$ cat src/rtl/assert_macros.svh
// Assertion macros shared by the detector's modules.
// Needs a clock named clk and a reset named rst in the including scope.
`ifndef ASSERT_MACROS_SVH
`define ASSERT_MACROS_SVH

// condition must hold on every clock outside reset
`define ASSERT_ALWAYS(lbl, cond, msg) \
  lbl: assert property (@(posedge clk) disable iff (rst) (cond)) else $error(msg);

// consequence must hold in the cycle after the antecedent
`define ASSERT_NEXT(lbl, ante, cons, msg) \
  lbl: assert property (@(posedge clk) disable iff (rst) (ante) |=> (cons)) else $error(msg);

`endif

$ cat src/rtl/lpfd_pkg.sv
// Types and constants of the laser pole feature detector.
// Used by lpfd_ctrl, lpfd_datapath and the top level; depends on nothing.
package lpfd_pkg;

  localparam int PI_FX      = 205887;
  localparam int TWO_PI_FX  = 411775;
  localparam int HALF_PI_FX = 102944;
  localparam int GAIN_FX    = 39797;
  localparam int TABLE_LEN  = 24;
  localparam int REDUCE_TOP = 10;

  localparam logic [2:0] REG_START_ANGLE = 3'd0;
  localparam logic [2:0] REG_ANGLE_STEP  = 3'd1;
  localparam logic [2:0] REG_SAME_RANGE  = 3'd2;
  localparam logic [2:0] REG_POLE_RADIUS = 3'd3;
  localparam logic [2:0] REG_WIDTH_TOL   = 3'd4;
  localparam logic [2:0] REG_MAX_RANGE   = 3'd5;

  typedef struct packed {
    logic capture;
    logic commit_start;
    logic commit_grow;
    logic commit_end;
    logic vec_init;
    logic rot_init;
    logic cordic_step;
    logic bear_init;
    logic bear_reduce;
    logic bear_wrap;
    logic out_load;
  } cmd_t;

  typedef struct packed {
    logic is_start;
    logic grow;
    logic emit;
    logic it_last;
    logic it_zero;
    logic out_free;
  } stat_t;

  function automatic logic signed [19:0] atan_at(input logic [4:0] i);
    logic signed [19:0] t;
    case (i)
      5'd0:    t = 20'sd51472;
      5'd1:    t = 20'sd30385;
      5'd2:    t = 20'sd16055;
      5'd3:    t = 20'sd8150;
      5'd4:    t = 20'sd4091;
      5'd5:    t = 20'sd2047;
      5'd6:    t = 20'sd1024;
      5'd7:    t = 20'sd512;
      5'd8:    t = 20'sd256;
      5'd9:    t = 20'sd128;
      5'd10:   t = 20'sd64;
      5'd11:   t = 20'sd32;
      5'd12:   t = 20'sd16;
      5'd13:   t = 20'sd8;
      5'd14:   t = 20'sd4;
      5'd15:   t = 20'sd2;
      5'd16:   t = 20'sd1;
      default: t = 20'sd0;
    endcase
    return t;
  endfunction

  // round to whole mm and saturate to +-65535
  function automatic logic signed [16:0] clamp17(input logic signed [35:0] v);
    logic signed [35:0] t;
    logic signed [16:0] r;
    t = (v + 36'sd32768) >>> 16;
    if (t > 36'sd65535)
      r = 17'sd65535;
    else if (t < -36'sd65535)
      r = -17'sd65535;
    else
      r = 17'(t);
    return r;
  endfunction

endpackage

$ cat src/rtl/lpfd_ctrl.sv
// Sequencing state machine of the pole detector.
// Depends on lpfd_pkg and assert_macros.svh; drives lpfd_datapath by command.
`include "assert_macros.svh"

module lpfd_ctrl (
  input  logic            clk,
  input  logic            rst,
  input  logic            in_valid,
  output logic            in_ready,
  input  lpfd_pkg::stat_t st,
  output lpfd_pkg::cmd_t  cmd
);

  localparam logic [3:0] S_IDLE   = 4'd0;
  localparam logic [3:0] S_DECIDE = 4'd1;
  localparam logic [3:0] S_VEC    = 4'd2;
  localparam logic [3:0] S_CHECK  = 4'd3;
  localparam logic [3:0] S_RED    = 4'd4;
  localparam logic [3:0] S_WRAP   = 4'd5;
  localparam logic [3:0] S_RINIT  = 4'd6;
  localparam logic [3:0] S_ROT    = 4'd7;
  localparam logic [3:0] S_EMIT   = 4'd8;

  logic [3:0] state, state_next;

  assign in_ready = (state == S_IDLE);

  always_comb begin
    state_next = state;
    cmd        = '0;
    case (state)
      S_IDLE: begin
        if (in_valid) begin
          cmd.capture = 1'b1;
          state_next  = S_DECIDE;
        end
      end
      S_DECIDE: begin
        if (st.is_start) begin
          cmd.commit_start = 1'b1;
          state_next       = S_IDLE;
        end else if (st.grow) begin
          cmd.commit_grow = 1'b1;
          state_next      = S_IDLE;
        end else begin
          cmd.vec_init = 1'b1;
          state_next   = S_VEC;
        end
      end
      S_VEC: begin
        cmd.cordic_step = 1'b1;
        if (st.it_last) state_next = S_CHECK;
      end
      S_CHECK: begin
        if (st.emit) begin
          cmd.bear_init = 1'b1;
          state_next    = S_RED;
        end else begin
          cmd.commit_end = 1'b1;
          state_next     = S_IDLE;
        end
      end
      S_RED: begin
        cmd.bear_reduce = 1'b1;
        if (st.it_zero) state_next = S_WRAP;
      end
      S_WRAP: begin
        cmd.bear_wrap = 1'b1;
        state_next    = S_RINIT;
      end
      S_RINIT: begin
        cmd.rot_init = 1'b1;
        state_next   = S_ROT;
      end
      S_ROT: begin
        cmd.cordic_step = 1'b1;
        if (st.it_last) state_next = S_EMIT;
      end
      S_EMIT: begin
        if (st.out_free) begin
          cmd.out_load   = 1'b1;
          cmd.commit_end = 1'b1;
          state_next     = S_IDLE;
        end
      end
      default: state_next = S_IDLE;
    endcase
  end

  always_ff @(posedge clk) begin
    if (rst) state <= S_IDLE;
    else     state <= state_next;
  end

  `ASSERT_NEXT(a_capture_decides, state == S_IDLE && in_valid, state == S_DECIDE, "capture not followed by decide")
  `ASSERT_ALWAYS(a_load_free, !cmd.out_load || st.out_free, "output loaded while full")
  `ASSERT_ALWAYS(a_one_commit, $onehot0({cmd.commit_start, cmd.commit_grow, cmd.commit_end}), "several commits")

endmodule

$ cat src/rtl/lpfd_datapath.sv
// Datapath: config registers, scan state, shared CORDIC, bearing reduction, output word.
// Depends on lpfd_pkg and assert_macros.svh; commanded by lpfd_ctrl.
`include "assert_macros.svh"

module lpfd_datapath #(
  parameter int COUNT_MAX = 4095,
  parameter int NSTEPS    = 16
) (
  input  logic              clk,
  input  logic              rst,
  input  logic              cfg_we,
  input  logic [2:0]        cfg_index,
  input  logic [18:0]       cfg_data,
  input  logic [15:0]       in_range,
  input  logic              in_invalid,
  input  logic              in_start,
  input  lpfd_pkg::cmd_t    cmd,
  output lpfd_pkg::stat_t   st,
  output logic              out_valid,
  input  logic              out_ready,
  output logic [87:0]       out_data
);

  logic signed [18:0] start_angle;
  logic [15:0]        angle_step, same_range_limit, pole_radius, max_feature_range;
  logic [17:0]        width_tolerance;

  logic [15:0] last_range, cur_range;
  logic        last_invalid, cur_invalid, cur_start;
  logic [23:0] segment_width;
  logic [11:0] sample_counter;

  logic signed [35:0] cx, cy;
  logic signed [19:0] cz;
  logic [4:0]         it;
  logic               vec_mode, rneg;
  logic signed [29:0] bear;

  always_ff @(posedge clk) begin
    if (rst) begin
      start_angle       <= -19'sd205887;
      angle_step        <= 16'd643;
      same_range_limit  <= 16'd100;
      pole_radius       <= 16'd50;
      width_tolerance   <= 18'd3277;
      max_feature_range <= 16'd3000;
    end else if (cfg_we) begin
      case (cfg_index)
        lpfd_pkg::REG_START_ANGLE: start_angle       <= $signed(cfg_data);
        lpfd_pkg::REG_ANGLE_STEP:  angle_step        <= cfg_data[15:0];
        lpfd_pkg::REG_SAME_RANGE:  same_range_limit  <= cfg_data[15:0];
        lpfd_pkg::REG_POLE_RADIUS: pole_radius       <= cfg_data[15:0];
        lpfd_pkg::REG_WIDTH_TOL:   width_tolerance   <= cfg_data[17:0];
        lpfd_pkg::REG_MAX_RANGE:   max_feature_range <= cfg_data[15:0];
        default: ;
      endcase
    end
  end

  // decision
  logic [16:0] rdiff, rabs;
  logic [24:0] wsum;
  logic [23:0] wsat;
  assign rdiff = {1'b0, cur_range} - {1'b0, last_range};
  assign rabs  = rdiff[16] ? (~rdiff + 17'd1) : rdiff;
  assign wsum  = {1'b0, segment_width} + {9'd0, angle_step};
  assign wsat  = wsum[24] ? 24'hFFFFFF : wsum[23:0];

  logic signed [25:0] werr, wabs;
  logic signed [19:0] zres;
  assign zres = (pole_radius == 16'd0) ? 20'sd0 : cz;
  assign werr = 26'(zres) - $signed({2'b00, segment_width});
  assign wabs = (werr < 0) ? -werr : werr;

  assign st.is_start = cur_start;
  assign st.grow     = !cur_invalid && !last_invalid && (rabs < {1'b0, same_range_limit});
  assign st.emit     = (wabs < $signed({8'd0, width_tolerance})) && !last_invalid &&
                       (last_range <= max_feature_range);
  assign st.it_last  = (it == 5'(NSTEPS - 1));
  assign st.it_zero  = (it == 5'd0);
  assign st.out_free = !out_valid || out_ready;

  // CORDIC step: x moves by y/2^i, y by x/2^i
  logic signed [35:0] dx, dy;
  logic signed [19:0] tab;
  logic               pos;
  assign dx  = cy >>> it;
  assign dy  = cx >>> it;
  assign tab = lpfd_pkg::atan_at(it);
  assign pos = vec_mode ? !(cy > 36'sd0) : (cz >= 20'sd0);

  // bearing
  logic [27:0]        prod;
  logic [29:0]        twopi_k;
  logic signed [29:0] bsub;
  logic [31:0]        rgain;
  assign prod    = sample_counter * angle_step;
  assign twopi_k = 30'(lpfd_pkg::TWO_PI_FX) << it;
  assign bsub    = bear - $signed(twopi_k);
  assign rgain   = last_range * 16'(lpfd_pkg::GAIN_FX);

  logic signed [35:0] xf, yf;
  assign xf = rneg ? -cx : cx;
  assign yf = rneg ? -cy : cy;

  always_ff @(posedge clk) begin
    if (cmd.capture) begin
      cur_range   <= in_range;
      cur_invalid <= in_invalid;
      cur_start   <= in_start;
    end
    if (cmd.vec_init) begin
      cx       <= $signed({4'd0, last_range, 16'd0});
      cy       <= $signed({4'd0, pole_radius, 16'd0});
      cz       <= 20'sd0;
      it       <= 5'd0;
      vec_mode <= 1'b1;
    end else if (cmd.rot_init) begin
      cx       <= $signed({4'd0, rgain});
      cy       <= 36'sd0;
      it       <= 5'd0;
      vec_mode <= 1'b0;
      if (bear > 30'(lpfd_pkg::HALF_PI_FX)) begin
        cz   <= 20'(bear - 30'(lpfd_pkg::PI_FX));
        rneg <= 1'b1;
      end else if (bear < -30'(lpfd_pkg::HALF_PI_FX)) begin
        cz   <= 20'(bear + 30'(lpfd_pkg::PI_FX));
        rneg <= 1'b1;
      end else begin
        cz   <= 20'(bear);
        rneg <= 1'b0;
      end
    end else if (cmd.cordic_step) begin
      it <= it + 5'd1;
      if (pos) begin
        cx <= cx - dx;
        cy <= cy + dy;
        cz <= cz - tab;
      end else begin
        cx <= cx + dx;
        cy <= cy - dy;
        cz <= cz + tab;
      end
    end else if (cmd.bear_init) begin
      bear <= 30'(start_angle) + $signed({2'b00, prod}) + 30'(lpfd_pkg::PI_FX);
      it   <= 5'(lpfd_pkg::REDUCE_TOP);
    end else if (cmd.bear_reduce) begin
      if (!bsub[29]) bear <= bsub;
      it <= it - 5'd1;
    end else if (cmd.bear_wrap) begin
      // negatives stay put: adding two pi and taking it off again cancel
      if (bear > 30'(lpfd_pkg::PI_FX)) bear <= bear - 30'(lpfd_pkg::TWO_PI_FX);
    end
    if (cmd.out_load) begin
      out_data <= {7'd0, lpfd_pkg::clamp17(yf), lpfd_pkg::clamp17(xf), 19'(bear),
                   last_range, sample_counter};
    end
  end

  always_ff @(posedge clk) begin
    if (rst) begin
      last_range     <= 16'd0;
      last_invalid   <= 1'b1;
      segment_width  <= 24'd0;
      sample_counter <= 12'd0;
      out_valid      <= 1'b0;
    end else begin
      if (cmd.out_load)    out_valid <= 1'b1;
      else if (out_ready)  out_valid <= 1'b0;
      if (cmd.commit_start) begin
        last_range     <= cur_range;
        last_invalid   <= cur_invalid;
        segment_width  <= 24'd0;
        sample_counter <= 12'd0;
      end else if (cmd.commit_grow || cmd.commit_end) begin
        last_range    <= cur_range;
        last_invalid  <= cur_invalid;
        segment_width <= cmd.commit_grow ? wsat : 24'd0;
        if (sample_counter < 12'(COUNT_MAX)) sample_counter <= sample_counter + 12'd1;
      end
    end
  end

  `ASSERT_ALWAYS(a_count_sat, sample_counter <= 12'(COUNT_MAX), "sample counter past limit")
  `ASSERT_NEXT(a_bear_wrapped, cmd.bear_wrap, bear <= 30'(lpfd_pkg::PI_FX) && bear >= -30'(lpfd_pkg::PI_FX), "bearing not wrapped")

endmodule

$ cat src/rtl/laser_pole_feature_detector.sv
// Channel   Dir  Width  Content
// s_axis    in   16+2   range sample, invalid and scan start flags in tuser
// m_axis    out  88     pole feature word
// cfg       in   19     register writes, index 0..5
// A scan start or a growing sample passes only the decide state before ready returns.
// A segment end runs the CORDIC in vectoring mode; a reported pole also runs the
// shared iterative CORDIC a second time and the 11-step bearing reduction.
// One sample in flight; a held result stalls the emit step and with it acceptance.
// Reset is synchronous; no clearing pass.
// Top level; depends on lpfd_pkg, lpfd_ctrl and lpfd_datapath.
module laser_pole_feature_detector #(
  parameter int MAX_SAMPLES  = 4096,
  parameter int CORDIC_STEPS = 16
) (
  input  logic        clk,
  input  logic        rst,
  input  logic        s_axis_tvalid,
  output logic        s_axis_tready,
  input  logic [15:0] s_axis_tdata,   // range_mm
  input  logic [1:0]  s_axis_tuser,   // invalid, scan_start
  output logic        m_axis_tvalid,
  input  logic        m_axis_tready,
  output logic [87:0] m_axis_tdata,   // sample_number, pole_range, bearing, x_mm, y_mm
  input  logic        cfg_we,
  input  logic [2:0]  cfg_index,
  input  logic [18:0] cfg_data
);

  localparam int COUNT_MAX = (MAX_SAMPLES - 1 > 4095) ? 4095 : MAX_SAMPLES - 1;
  localparam int NSTEPS    = (CORDIC_STEPS > lpfd_pkg::TABLE_LEN) ?
                             lpfd_pkg::TABLE_LEN : CORDIC_STEPS;

  lpfd_pkg::cmd_t  cmd;
  lpfd_pkg::stat_t st;

  lpfd_ctrl u_ctrl (
    .clk      (clk),
    .rst      (rst),
    .in_valid (s_axis_tvalid),
    .in_ready (s_axis_tready),
    .st       (st),
    .cmd      (cmd)
  );

  lpfd_datapath #(
    .COUNT_MAX (COUNT_MAX),
    .NSTEPS    (NSTEPS)
  ) u_dp (
    .clk        (clk),
    .rst        (rst),
    .cfg_we     (cfg_we),
    .cfg_index  (cfg_index),
    .cfg_data   (cfg_data),
    .in_range   (s_axis_tdata),
    .in_invalid (s_axis_tuser[0]),
    .in_start   (s_axis_tuser[1]),
    .cmd        (cmd),
    .st         (st),
    .out_valid  (m_axis_tvalid),
    .out_ready  (m_axis_tready),
    .out_data   (m_axis_tdata)
  );

endmodule
$ cat config.mk
export PLATFORM = sky130hd
export DESIGN_NAME = laser_pole_feature_detector
export DESIGN_NICKNAME = d
export VERILOG_FILES = /design/src/rtl/lpfd_pkg.sv /design/src/rtl/lpfd_ctrl.sv /design/src/rtl/lpfd_datapath.sv /design/src/rtl/laser_pole_feature_detector.sv
export VERILOG_INCLUDE_DIRS = /design/src /design/src/rtl
export SDC_FILE = /design/constraint.sdc
export NUM_CORES = 2
export LEC_CHECK = 0
export BUFFER_PORTS_ARGS = -buffer_cell sky130_fd_sc_hd__buf_2
export CAP_MARGIN = 20
export CORE_MARGIN = 4
export CORE_UTILIZATION = 45
export CTS_CLUSTER_SIZE = 24
export DETAILED_ROUTE_END_ITERATION = 8
export PLACE_DENSITY = 0.62
export SLEW_MARGIN = 10
export SYNTH_ARGS = -nofsm -noshare
export SYNTH_HDL_FRONTEND = slang
export SYNTH_SLANG_ARGS = --single-unit
$ cat constraint.sdc
create_clock -name clk -period 10.8 [get_ports clk]
set_input_delay 2.16 -clock clk [delete_from_list [all_inputs] [get_ports clk]]
set_output_delay 2.16 -clock clk [all_outputs]
set_load 0.005 [all_outputs]
**Word level (Yosys, flattened, before mapping)**

Memories as Yosys holds them, arrays and structs flattened. A register that Yosys moved wholly into a read port is not among the register bits.
Index checks and enable logic that the tools add are counted.

- Register bits: 387
- Bits in latches: 0
- Bits in writable memories: 0
- Bits in read-only memories: 512
- Bits of input ports: 45
- Output and inout bits: 90
- Logic and storage cells: 202
- Memories: 1

Memory list:

| name | words | width | rd ports | clocked after Yosys merged registers in | wr ports | RTL line | RTL |
|---|---|---|---|---|---|---|---|
| (name not given) | 32 | 16 | 1 | 1 | 0 | lpfd_pkg.sv:44 | `case (i)` |

- Add/subtract/negate cells: 24
- Multipliers: 2
- Divide/modulo/power cells: 0
- $lt $le $gt $ge: 14
- Equal/unequal tests: 20
- Shifts and indexed selects: 3
- Mux-type cells: 68
- Bitwise logic cells: 4
- Reduce and logical (&&, ||, !) cells: 36

Operator list:

| cell | count |
|---|---|
| $mux 32 | 6 |
| $mux 30 | 5 |
| $mux 36 | 4 |
| $mux 20 | 6 |
| $add 36x17->36 const B | 2 |
| $add 36x36->36 | 2 |
| $neg 36->36 | 2 |
| $sshr 36x5->36 | 2 |
| $sub 36x36->36 | 2 |
| $mux 17 | 3 |
| $mux 24 | 2 |
| $gt 20x17->1 const B | 2 |
| $lt 20x17->1 const B | 2 |
| $gt 36x1->1 const B | 1 |
| $pmux 4 s9 | 1 |
| $mul 16x16->32 const B | 1 |
| $mux 16 | 2 |
| $add 19x29->30 | 1 |
| $add 30x19->30 const B | 1 |
| $gt 30x18->1 const B | 1 |
| $gt 30x19->1 const B | 1 |
| $lt 30x18->1 const B | 1 |
| $shl 19x5->30 const A | 1 |
| $sub 30x20->30 const B | 1 |
| other kinds (52) | 119 |

**Depth between registers and ports, before layout**

- Word-level depth: 14
- Gate-level depth with buffers: 39

**Modules after synthesis**

Synthesis repeated with hierarchy kept, for this count alone.

- Cell total of the unflattened synthesis: 6137
- Area total of the unflattened synthesis: 50539.7 um^2

Modules (own cells, without submodules):

| module | times used | cells an instance | area an instance (um^2) | sequential area each (um^2) |
|---|---|---|---|---|
| lpfd_datapath | 1 | 6083 | 50133.1 | 9609.2 |
| lpfd_ctrl | 1 | 54 | 406.6 | 80.1 |

**Worst setup path after synthesis**

No wires, ideal clock.

- Path kind: register to register
- Start point: reg u_dp.sample_counter[5]
- End point: reg u_dp.bear[29] (data pin)
- Setup time: 0.268 ns
- Arrival: 7.741 ns
- Path slack: 2.792 ns
- Stages on the path, launching flop included: 36
- Cells stage by stage: dfxtp_1 > clkbuf_1 > buf_1 > nand2_1 > fa_1 > inv_1 > fa_1 > inv_1 > fa_1 > inv_1 > fa_1 > fa_1 > ha_1 > inv_1 > o21bai_1 > a21oi_1 > nor2b_1 > o21a_1 > nor4_1 > o31ai_1 > a21o_1 > nand2_1 > nand2b_1 > a21oi_1 > xnor2_1 > ha_1 > ha_1 > a21o_1 > a21oi_1 > o21ai_0 > a2111oi_0 > nor2_1 > or4_1 > a31oi_1 > xor2_1 > o21ai_0

- Cells in the longest elaborated chain, start to end: 4

RTL lines:

| what | RTL line | RTL |
|---|---|---|
| start, declared | lpfd_datapath.sv:31 | `logic [11:0] sample_counter;` |
| start signal, assigned | lpfd_datapath.sv:179 | `if (sample_counter < 12'(COUNT_MAX)) sample_counter <= sample_counter + 12'd1;` |
| $mul 12x16->28 | lpfd_datapath.sv:97 | `assign prod = sample_counter * angle_step;` |
| $add 19x29->30 | lpfd_datapath.sv:145 | `bear <= 30'(start_angle) + $signed({2'b00, prod}) + 30'(lpfd_pkg::PI_FX);` |
| $add 30x19->30 | lpfd_datapath.sv:145 |  |
| $mux 30 | lpfd_datapath.sv:144 | `end else if (cmd.bear_init) begin` |
| end signal, assigned | lpfd_datapath.sv:145 |  |
| end signal, assigned | lpfd_datapath.sv:148 | `if (!bsub[29]) bear <= bsub;` |
| end signal, assigned | lpfd_datapath.sv:152 | `if (bear > 30'(lpfd_pkg::PI_FX)) bear <= bear - 30'(lpfd_pkg::TWO_PI_FX);` |
| end, declared | lpfd_datapath.sv:37 | `logic signed [29:0] bear;` |

No other way between the ends.
A chain may end at the register's enable or synchronous reset.

**Worst setup path after layout**

- Start point: reg u_dp.pole_radius[1]
- End point: reg u_dp.tab[9] (netlist name)

- Cells in the longest elaborated chain, start to end: 14
- Elaborated cells between the ends (all ways): 16
- Those cells by class: add/sub: 2; order compare: 2; mux: 8; reduce/logical: 4

RTL lines:

| what | RTL line | RTL |
|---|---|---|
| start, declared | lpfd_datapath.sv:25 | `logic [15:0] angle_step, same_range_limit, pole_radius, max_feature_range;` |
| start signal, assigned | lpfd_datapath.sv:52 | `lpfd_pkg::REG_POLE_RADIUS: pole_radius <= cfg_data[15:0];` |
| $logic_not 16->1 * | lpfd_datapath.sv:71 | `assign zres = (pole_radius == 16'd0) ? 20'sd0 : cz;` |
| $mux 20 * | lpfd_datapath.sv:71 |  |
| $sub 20x25->26 * | lpfd_datapath.sv:72 | `assign werr = 26'(zres) - $signed({2'b00, segment_width});` |
| $neg 26->26 or $lt 26x1->1 (tied branches) | lpfd_datapath.sv:73 | `assign wabs = (werr < 0) ? -werr : werr;` |
| $mux 26 * | lpfd_datapath.sv:73 |  |
| $lt 26x19->1 * | lpfd_datapath.sv:77 | `assign st.emit = (wabs < $signed({8'd0, width_tolerance})) && !last_invalid &&` |
| $logic_and 1x1->1 * (2 in a row) | lpfd_datapath.sv:77 |  |
| $mux 1 * | lpfd_ctrl.sv:55 | `if (st.emit) begin` |
| $mux 1 * | lpfd_ctrl.sv:31 | `case (state)` |
| $mux 5 | lpfd_datapath.sv:144 |  |
| $mux 5 | lpfd_datapath.sv:133 | `end else if (cmd.cordic_step) begin` |
| $mux 5 (no line) * (2 in a row) | -- |  |

Mark *: on every way between the ends. The rest lies on a longest branch, timed or not.

==> impl_metrics.py <==
metrics = {
    "drt": {
        "drc_errors": 0,
        "vias": 42700,
        "wl_per_cell_um": 21.0,
        "drtPass1Iterations": 6,
        "first_iter_violations": 3431,
        "via_per_inst": 5.93,
        "ant_nets": 0,
        "drt_wl_total_mm": 151,
    },
    "synth": {
        "ys_ff_latch": 403,
        "yosys.area.top_type": "ha_1",
        "synthTopCellsByCount": "679 x nand2_1, 532 x inv_1, 497 x ha_1",
        "yosysWarnings": 0,
        "netlist_instances": 5832,
        "synthDistinctLibCells": 104,
        "yosysTopAreaCellShare_pct": 12.7,
        "synth_area_leaders": "ha_1 13%, fa_1 10%, edfxtp_1 10%",
        "ys.flop_type": "dfxtp_1",
        "synthArstFlopShare_pct": 0,
        "synth_most_common_cell": "nand2_1",
        "ys_seq_area_share_pct": 19.8,
        "synth_edf_count": 162,
        "syn_area_per_cell_um2": 8.37,
        "syn-cell-area_um2": 48800,
    },
    "setup_path": {
        "cp-end-kind": "flip-flop",
        "cp_slowest_cell": "nand4_1",
        "path_max_fanout": 33,
        "cp.arrival_ns": 9.80,
        "critPathLaunchType": "flip-flop",
        "critical_path_class": "reg -> reg",
        "cpMostUsedCell": "a21oi_1",
        "cp_top_family": "compound AO/OA/AOI/OAI gates",
        "crit_required_ns": 11.38,
        "path_buf_inv": 2,
        "cpPeakStageDelay_ns": 0.68,
        "rrSetupSlack_ns": 1.58,
    },
    "cts": {
        "cts_sinks": 403,
        "cts_root_buf": "clkbuf_16",
        "cts-buffers-inserted": 53,
        "ctsHoldBuffers": 0,
        "clk_pin_slew_ns": 0.06,
        "tritoncts": "done",
        "cts-resized-gates": 0,
        "clk_latency_ns": 0.67,
        "clockBufferDepth": 3,
        "postCtsSetupBuffers": 0,
        "cts_htree_levels": 2,
    },
    "timing": {
        "rsz0062_at_grt": "false",
        "finalSetupViolCount": 0,
        "tns_ns": 0,
        "slew_headroom_pct": 22.9,
        "finClkSkew_ns": 0.0222,
        "finalCritPeriodShare_pct": 85.3,
        "min_period_ns": 9.22,
        "fmax_mhz": 109,
        "worst_slack_ns": 1.58,
        "drv_slew": 0,
        "finalHoldViolCount": 0,
        "tightest_slew_ns": 1.15,
    },
    "run_status": {
        "status": "finished clean",
    },
    "power": {
        "power_leakage_uw": 0.0229,
        "vdd_drop_max_mv": 0.197,
        "power_density_nw_per_um2": 324,
    },
    "cells_and_area": {
        "finalNonFillerCells": 7210,
        "final_nets": 6555,
        "fill_cells": 10400,
        "n_antenna_cell": 0,
        "post-route-cell-area_um2": 52300,
        "drive_above_1_share_pct": 8.83,
        "area_growth_pct": 7.13,
    },
    "placed_design": {
        "placed_cells": 7107,
        "place_area_um2": 50400,
        "dpl.hpwl_mm": 115,
        "numPortBuffers": 127,
        "dp_slack_ns": 1.73,
        "routabilityCongestion": 0.980,
    },
    "grt": {
        "antenna_found_initial": 2,
        "grt_start_max_net_pins": 79,
        "grt_pass1_vias": 41100,
        "grt.total_usage_pct": 26.4,
        "grt_pass1_wl_mm": 236,
        "overflow": 0,
    },
    "die": {
        "die_y_um": 337,
        "dieArea_um2": 114000,
        "ios": 135,
        "core_um2": 107000,
        "rows": 120,
        "start_util_pct": 45.5,
        "fp.dieW_um": 337,
    },
    "job": {
        "drv_cap": 0,
    },
    "worst_hold_path": {
        "hold_path.class": "reg -> reg",
    },
}
flip-flops by register name, indices dropped and copies added, names as in the netlist, 4 cells and up:
| signal | flops |
|---|---|
| u_ctrl.state | 4 |
| u_dp.pole_radius | 16 |
| u_dp.cy | 36 |
| u_dp.cur_range | 16 |
| u_dp.last_range | 16 |
| u_dp.same_range_limit | 16 |
| u_dp.max_feature_range | 16 |
| u_dp.angle_step | 16 |
| u_dp.tab | 16 |
| u_dp.start_angle | 19 |
| u_dp.it | 5 |
| u_dp.sample_counter | 12 |
| u_dp.cx | 36 |
| u_dp.width_tolerance | 18 |
| u_dp.segment_width | 24 |
| u_dp.cz | 20 |
| u_dp.bear | 30 |
| u_dp.out_data | 81 |
power breakdown:
group          total (µW)  switching, µW  internal, µW
clock                1910            778          1130
sequential           2440            534          1900
combinational       12600           7330          5290
cells by family after synthesis:
| logic type | share of synthesized area [%] |
|---|---|
| AOI/OAI and AO/OA | 17.8 |
| muxes | 7.02 |
| buffers and inverters | 6.80 |
| adders and majority gates | 23.0 |
| DFF | 19.8 |
| and+or+nand+nor | 17.8 |
| xor gates and xnor gates | 7.71 |
| other | 0.00768 |
per-layer routing:
layer | track usage [%] | part of all wire, % | vias to the layer above
met5 | 0 | 0.013 | -
met4 | 12.2 | 5.1 | 2
met3 | 3.23 | 6.3 | 323
met2 | 44.8 | 47 | 1373
met1 | 33.5 | 41 | 20700
li1 | - | - | 20300
cell type report:
class	count	area, µm²	share of cell area, %
inverter	535	2010	3.84
tap	1403	1760	3.36
multi-input combinational	4583	35900	68.6
sequential	403	9700	18.5
clock inverter	33	399	0.763
timing repair buffer	186	1080	2.06
clock buffer	67	1470	2.80
worst paths after layout:
path                                          startpoint                                endpoint  depth (start not counted)
setup / recovery        u_dp.pole_radius[1]$_SDFFE_PP1P_                  u_dp.tab[9]$_SDFF_PP0_                         32
hold / removal    u_dp.max_feature_range[6]$_SDFFE_PP0P_  u_dp.max_feature_range[6]$_SDFFE_PP0P_                          2
setup reg to reg        u_dp.pole_radius[1]$_SDFFE_PP1P_                  u_dp.tab[9]$_SDFF_PP0_                         32
hold reg to reg   u_dp.max_feature_range[6]$_SDFFE_PP0P_  u_dp.max_feature_range[6]$_SDFFE_PP0P_                          2
tightest hold or removal path, delay by kind of cell (launching register included):
kind	cells	cell delay, ns
flip-flops	1	0.31
AND/OR/NAND/NOR	1	0.05
AO/OA/AOI/OAI	1	0.05
through the flow:
step           hold slack (ns)  utilization (%)  total power [µW]
2_1_floorplan            0.406                -             11900
4_1_cts                  0.454             48.7             16900
3_5_place_dp             0.446             47.0             14900
5_1_grt                  0.466             48.7             18400
6_report                 0.452             48.7             17000
3_3_place_gp             0.443             47.0             14800
layout by cell type (no fill, tap or decap), types with 59 or more instances in the layout:
| cell | count |
|---|---|
| and2_1 | 109 |
| nand2_1 | 679 |
| a21oi_1 | 437 |
| a211oi_1 | 60 |
| buf_4 | 59 |
| ha_1 | 497 |
| nand3_1 | 109 |
| a21o_1 | 91 |
| buf_2 | 127 |
| mux4_2 | 102 |
| mux2i_1 | 70 |
| edfxtp_1 | 162 |
| xnor2_1 | 274 |
| nor3_1 | 101 |
| o21a_1 | 63 |
| dfxtp_1 | 236 |
| inv_1 | 529 |
| fa_1 | 251 |
| o21ai_0 | 288 |
| nor2_1 | 391 |
| xor2_1 | 156 |
(Power assumes the default switching activity.)
